==> config.mk <==
export PLATFORM = sky130hd
export DESIGN_NAME = tgv_div
export DESIGN_NICKNAME = d
export VERILOG_FILES = /design/src/hdl/tgv_pkg.sv /design/src/hdl/tgv_div.sv
export SDC_FILE = /design/constraint.sdc
export NUM_CORES = 1
export LEC_CHECK = 0
export BUFFER_PORTS_ARGS = -buffer_cell sky130_fd_sc_hd__buf_2
export CAP_MARGIN = 40
export CORE_ASPECT_RATIO = 2
export CORE_UTILIZATION = 42
export CTS_CLUSTER_DIAMETER = 80
export DETAILED_ROUTE_END_ITERATION = 12
export PLACE_DENSITY_LB_ADDON = 0.25
export SYNTH_ARGS = -nofsm -noshare
export SYNTH_HDL_FRONTEND = slang
export SYNTH_SLANG_ARGS = --single-unit
==> constraint.sdc <==
create_clock -name clk -period 3.4 [get_ports clk]
set_input_delay 0.34 -clock clk [delete_from_list [all_inputs] [get_ports clk]]
set_output_delay 0.34 -clock clk [all_outputs]
set_load 0.05 [all_outputs]
==> src/hdl/tgv_pkg.sv <==
`timescale 1ns / 1ps

package tgv_pkg;

    localparam int MAX_DIVISIONS = 1024;
    localparam int DIV_W         = 11;
    localparam int NUM_W         = 27;
    localparam int QUOT_W        = 17;
    localparam int TAB_SEG       = 256;

    localparam logic [1:0] REG_COLUMNS = 2'd0;
    localparam logic [1:0] REG_ROWS    = 2'd1;
    localparam logic [1:0] REG_MAJOR   = 2'd2;
    localparam logic [1:0] REG_MINOR   = 2'd3;

    typedef logic [15:0] sine_tab_t [0:TAB_SEG];

    typedef struct packed {
        logic [15:0] a;
        logic [15:0] diff;
        logic [5:0]  frac;
        logic        neg;
    } lk_t;

    typedef struct packed {
        logic        in_range;
        logic [16:0] u16;
        logic [16:0] v16;
    } side_t;

    // quarter-wave sine, Q30 Taylor series, rounded to Q1.15
    function automatic sine_tab_t build_tab();
        sine_tab_t   tab;
        logic [63:0] x;
        logic [63:0] x2;
        logic [63:0] term;
        logic [63:0] s;
        logic [63:0] q;
        for (int k = 0; k <= TAB_SEG; k++)
        begin
            x    = (64'd1686629713 * 64'(k)) >> 8;
            x2   = (x * x) >> 30;
            term = x;
            s    = x;
            for (int n = 1; n <= 8; n++)
            begin
                term = ((term * x2) >> 30) / 64'((2 * n) * (2 * n + 1));
                if (n % 2 == 1)
                    s = s - term;
                else
                    s = s + term;
            end
            q = (s + 64'd16384) >> 15;
            if (q > 64'd32767)
                q = 64'd32767;
            tab[k] = q[15:0];
        end
        return tab;
    endfunction

    localparam sine_tab_t SINE_TAB = build_tab();

    function automatic lk_t sine_lookup(input logic [15:0] p);
        lk_t         r;
        logic [14:0] t;
        logic [8:0]  idx;
        if (p[14])
            t = 15'd16384 - {1'b0, p[13:0]};
        else
            t = {1'b0, p[13:0]};
        idx    = t[14:6];
        r.frac = t[5:0];
        r.neg  = p[15];
        if (idx[8])
        begin
            r.a    = SINE_TAB[TAB_SEG];
            r.diff = 16'd0;
        end
        else
        begin
            r.a    = SINE_TAB[idx[7:0]];
            r.diff = SINE_TAB[idx[7:0] + 9'd1] - SINE_TAB[idx[7:0]];
        end
        return r;
    endfunction

endpackage

==> src/hdl/tgv_div.sv <==
`timescale 1ns / 1ps

module tgv_div
(
    input  logic                            clk,
    input  logic                            en,
    input  logic [tgv_pkg::NUM_W-1:0]       dividend,
    input  logic [tgv_pkg::DIV_W-1:0]       divisor,
    output logic [tgv_pkg::QUOT_W-1:0]      quotient
);

    localparam int STEPS = tgv_pkg::QUOT_W;

    logic [tgv_pkg::DIV_W-1:0]  rem_reg  [0:STEPS-1];
    logic [tgv_pkg::NUM_W-1:0]  num_reg  [0:STEPS-1];
    logic [tgv_pkg::DIV_W-1:0]  dsr_reg  [0:STEPS-1];
    logic [tgv_pkg::QUOT_W-1:0] quot_reg [0:STEPS-1];

    genvar k;
    generate
        for (k = 0; k < STEPS; k++)
        begin : g_step
            logic [tgv_pkg::DIV_W-1:0]  rem_in;
            logic [tgv_pkg::NUM_W-1:0]  num_in;
            logic [tgv_pkg::DIV_W-1:0]  dsr_in;
            logic [tgv_pkg::QUOT_W-1:0] quot_in;
            logic [tgv_pkg::DIV_W:0]    trial;
            logic                       take;

            if (k == 0)
            begin : g_first
                assign rem_in  = {1'b0, dividend[tgv_pkg::NUM_W-1:STEPS]};
                assign num_in  = dividend;
                assign dsr_in  = divisor;
                assign quot_in = '0;
            end
            else
            begin : g_next
                assign rem_in  = rem_reg[k-1];
                assign num_in  = num_reg[k-1];
                assign dsr_in  = dsr_reg[k-1];
                assign quot_in = quot_reg[k-1];
            end

            assign trial = {rem_in, num_in[STEPS-1-k]};
            assign take  = trial >= {1'b0, dsr_in};

            always_ff @(posedge clk)
            begin
                if (en)
                begin
                    rem_reg[k]  <= take ? (trial[tgv_pkg::DIV_W-1:0] - dsr_in)
                                        : trial[tgv_pkg::DIV_W-1:0];
                    num_reg[k]  <= num_in;
                    dsr_reg[k]  <= dsr_in;
                    quot_reg[k] <= {quot_in[tgv_pkg::QUOT_W-2:0], take};
                end
            end
        end
    endgenerate

    assign quotient = quot_reg[STEPS-1];

endmodule

# After elaboration in Yosys (flattened, before gate mapping)

Memory sizes are Yosys's and may differ from the RTL's.
Cells that the tools add are included.

RAM bits: 1122
Output and inout port bits: 17
Input port bits: 40
Memories: 4
Logic and storage cells: 57
Flip-flop bits (word level): 0

Memories:

| name     | words | width | read ports | clocked after memory_dff | wr ports | RTL line      | RTL |
|---|---|---|---|---|---|---|---|
| num_reg  | 17    | 27    | 16         | 0                        | 17       | tgv_div.sv:15 | `logic [tgv_pkg::NUM_W-1:0] num_reg [0:STEPS-1];` |
| quot_reg | 17    | 17    | 17         | 0                        | 17       | tgv_div.sv:17 | `logic [tgv_pkg::QUOT_W-1:0] quot_reg [0:STEPS-1];` |
| dsr_reg  | 17    | 11    | 16         | 0                        | 17       | tgv_div.sv:16 | `logic [tgv_pkg::DIV_W-1:0] dsr_reg [0:STEPS-1];` |
| rem_reg  | 17    | 11    | 16         | 0                        | 17       | tgv_div.sv:14 | `logic [tgv_pkg::DIV_W-1:0] rem_reg [0:STEPS-1];` |

$add $sub $neg: 17
Multiplexer cells: 19
Magnitude comparators: 17

Operators with widths:

| kind             | number |
|---|---|
| $ge A12 B11 Y1   | 16 |
| $mux W11         | 17 |
| $sub A11 B11 Y11 | 17 |
| $ge A11 B11 Y1   | 1 |
| $mux W1          | 2 |

# Logic depth before layout (Yosys ltp)

An unclocked memory read counts as a cell.

Word-level depth: 3
Mapped depth: 10
Gate-level depth less buffers: 10

# Least setup slack after synthesis

No wires, ideal clock.

Path type: register to register
Start point: memory dsr_reg[0][0] (netlist bit)
End point: memory rem_reg[0][14] (netlist bit) (data pin)
Setup slack: 985 ps
Path buffers: 1
Setup time: 260 ps
Required time: 3140 ps
Arrival time: 2155 ps
Stages on the path, launching flop included: 10
Clock period less this slack: 2415 ps
Cells stage by stage: edfxtp_1 -> ha_1 -> fa_1 -> nor2b_4 -> o21ai_4 -> a31oi_1 -> o2111ai_1 -> o211ai_1 -> buf_6 -> mux2_2

RTL lines:

| element         | RTL line |
|---|---|
| start, declared | tgv_div.sv:16 |
| end, declared   | tgv_div.sv:14 |

==> metrics.txt <==
worst hold path depth 2; finished layout cell area ~35000 um2; Clock Skew approximately 15 ps; total CTS buffers 57; Setup CP Type reg -> reg; worst min path class in -> reg; Tcrit/Tclk final 88.9%; CP startpoint kind register; Detailed Place HPWL 46400 um; Avg WL per Cell roughly 19 um; min Tclk post-route 3020 ps; CTS max path bufs 3; Leakage Power 13.5 nW; first-pass GRT wire length ~97000 um; unrepaired setup endpoints after global routing false; post-cts sizing count 0; Area growth, synth to finish 12.8%; drt via density 5.37; endpoints failing setup 0; run status finished, violations left; Max Freq between 0.3 and 0.4 GHz; max-cap check violation count 0; worst skew pair latency 640 ps; failing checks design-rule violations; CTS clk-pin slew, worst paths 70 ps; CORE AREA 72000 um2; Seq/Total Area, Yosys 62.8%; Total Nets Final 2610; Rows roughly 140; Yosys top cell by area edfxtp_1; clk root buf clkbuf_16; setup slack, reg-to-reg 380 ps; Syn Nets approximately 2.4k; die width between 150 and 200 um; CP Capture Type register; cell count after synthesis 2203; die area 74100 um2; most common cell after layout, fill and taps aside edfxtp_1; PD cells 833 nW/um2; drt initial violations between 700 and 800; vias in the first global route between 15k and 20k; GRT overflow 0; actual slew at the worst max-slew pin 939 ps; Port Buffers 56; commonest cells after routing, fill and taps aside 641 x edfxtp_1, 243 x inv_1, 187 x ha_1, 138 x a21oi_1, 135 x mux2_2; area share of the largest cell type after synthesis about 63%; Worst Path Required between 3000 and 4000 ps; post-synth cell types 57; placed instance area 32300 um2; Main synth FF type edfxtp_1; synth warn 0; EDFF count, synth 641; Worst Path Arrival 3400 ps; fin. max-slew vios 0; register bit total from synthesis 641; Hold-fix buffers, CTS 31; Clock Sinks 641; TritonCTS clock tree done; H-tree levels 2; Initial DRT Pass Iterations 8; reg2reg path depth 9; n_diodes 0; crit path max fanout 8; hold_sp dividend[23]; Synth area leaders edfxtp_1 63%, ha_1 7.6%, mux2_2 5.0%, inv_1 3.0%, a21oi_1 2.3%; via count approximately 18k; largest net degree at the start of global routing 82; DRC errors left 4; share of layout cells above drive strength 1 between 10% and 20%; Syn Area/Cell between 10 and 15 um2; Final ANT Viol Nets 0; Post-Synthesis Cell Area 30600 um2; worst rel slew slack roughly 37%; Starting Density between 40 and 50%; Max rail drop VDD 0.448 mV; RR Endpoint rem_reg[0][15]; Crit Reg-Reg Startpoint dsr_reg[0][0]; final hold vios 0; DRT Wirelength 62800 um; Tot GR Track Use 17.2%; hold path endpoint rem_reg[0][7]; die height 384 um; Ports 57; routability cong. 0.892; Async S/R FF share, synth 0%; Filler cells 6292; setup TNS 0 ps; # Post-CTS Setup Buffers 0; initial antenna violation count 0
==> worst max-delay path by stage <==
| stage | startpoint | to | slack [ps] | cells past startpoint |
|---|---|---|---|---|
| floorplan | dsr_reg[0][0] | rem_reg[0][14] | 990 | 9 |
| global route | dsr_reg[0][0] | rem_reg[0][15] | 200 | 9 |
| detailed placement | dsr_reg[0][0] | rem_reg[0][15] | 330 | 9 |
| CTS | dsr_reg[0][0] | rem_reg[0][15] | 330 | 9 |
| finish | dsr_reg[0][0] | rem_reg[0][15] | 380 | 9 |
| global placement | dsr_reg[0][0] | rem_reg[0][13] | 370 | 9 |
==> cell families after synthesis <==
family                     after synthesis  synth area share, %
AOI/OAI and AO/OA                      434                 9.36
and+or+nand+nor                        411                 7.07
adders and majority gates              203                 8.68
DFF                                    641                 62.8
xor gates and xnor gates                74                 2.11
muxes                                  178                 6.48
buffers and inverters                  262                 3.49
==> worst max-delay path: stages (launching register included) <==
cell       delay (ps)
edfxtp_1          390
ha_1              220
fa_1              440
nor2b_4           150
o21ai_4            80
a31oi_1           360
o2111ai_1         140
o211ai_1          320
buf_4             310
mux2_2            350
==> where the power goes <==
group,leakage (nW),switching [mW],internal (mW),total (mW)
Combinational,6.35,5.55,4.96,10.5
Clock,0.925,2.95,3.79,6.74
Sequential,6.25,0.754,10.8,11.5
==> through the flow <==
| stage | setup WS, ps | util, % | hold slack, ps | total power [mW] | instances |
|---|---|---|---|---|---|
| floorplan | 985 | - | 400 | 19.4 | 2203 |
| global placement | 370 | 44.9 | 400 | 21.7 | 3193 |
| detailed placement | 334 | 44.9 | 405 | 22.2 | 3193 |
| CTS | 330 | 48.0 | 2.49 | 29.1 | 3330 |
| global route | 198 | 48.0 | 19.2 | 30.4 | 3330 |
| finish | 379 | 48.0 | 46.2 | 28.8 | 3330 |
==> synthesized netlist by cell type, types with 9 or more instances <==
cell type  count
xnor2_1       67
nand4_1       26
o211ai_1      19
nor2_1       105
o21a_1        30
a21o_1        24
or3_1         22
nand2b_1      35
mux2_2       135
fa_1          16
a21boi_0      16
nor3_1        26
o21ai_2        9
nand3b_1      19
a21oi_1      138
nand2_1       72
nand3_1       21
inv_1        243
o22ai_1       11
ha_1         187
a31oi_1       12
nor2b_1       37
edfxtp_1     641
or4_1         14
o2111ai_1     27
o21ai_1       11
mux2i_1       36
o21ai_0       79
buf_4          9
==> per-layer routing <==
metal	routed length, um	GRT usage [%]	vias up
met1	18200	13.0	8799
met4	3660	10.2	0
met5	0	0	-
met2	39400	37.6	308
met3	1520	2.27	166
li1	-	-	8595
==> cell type report <==
type	count	area (um2)	share of cell area [%]
inverter	243	912	2.64
multi-input combinational	1300	10300	29.9
tap	916	1150	3.32
sequential	641	19200	55.7
clock buffer	70	1480	4.27
clock inverter	36	443	1.28
timing repair buffer	124	1020	2.94
Note: power is estimated with default switching activity, not from simulation.
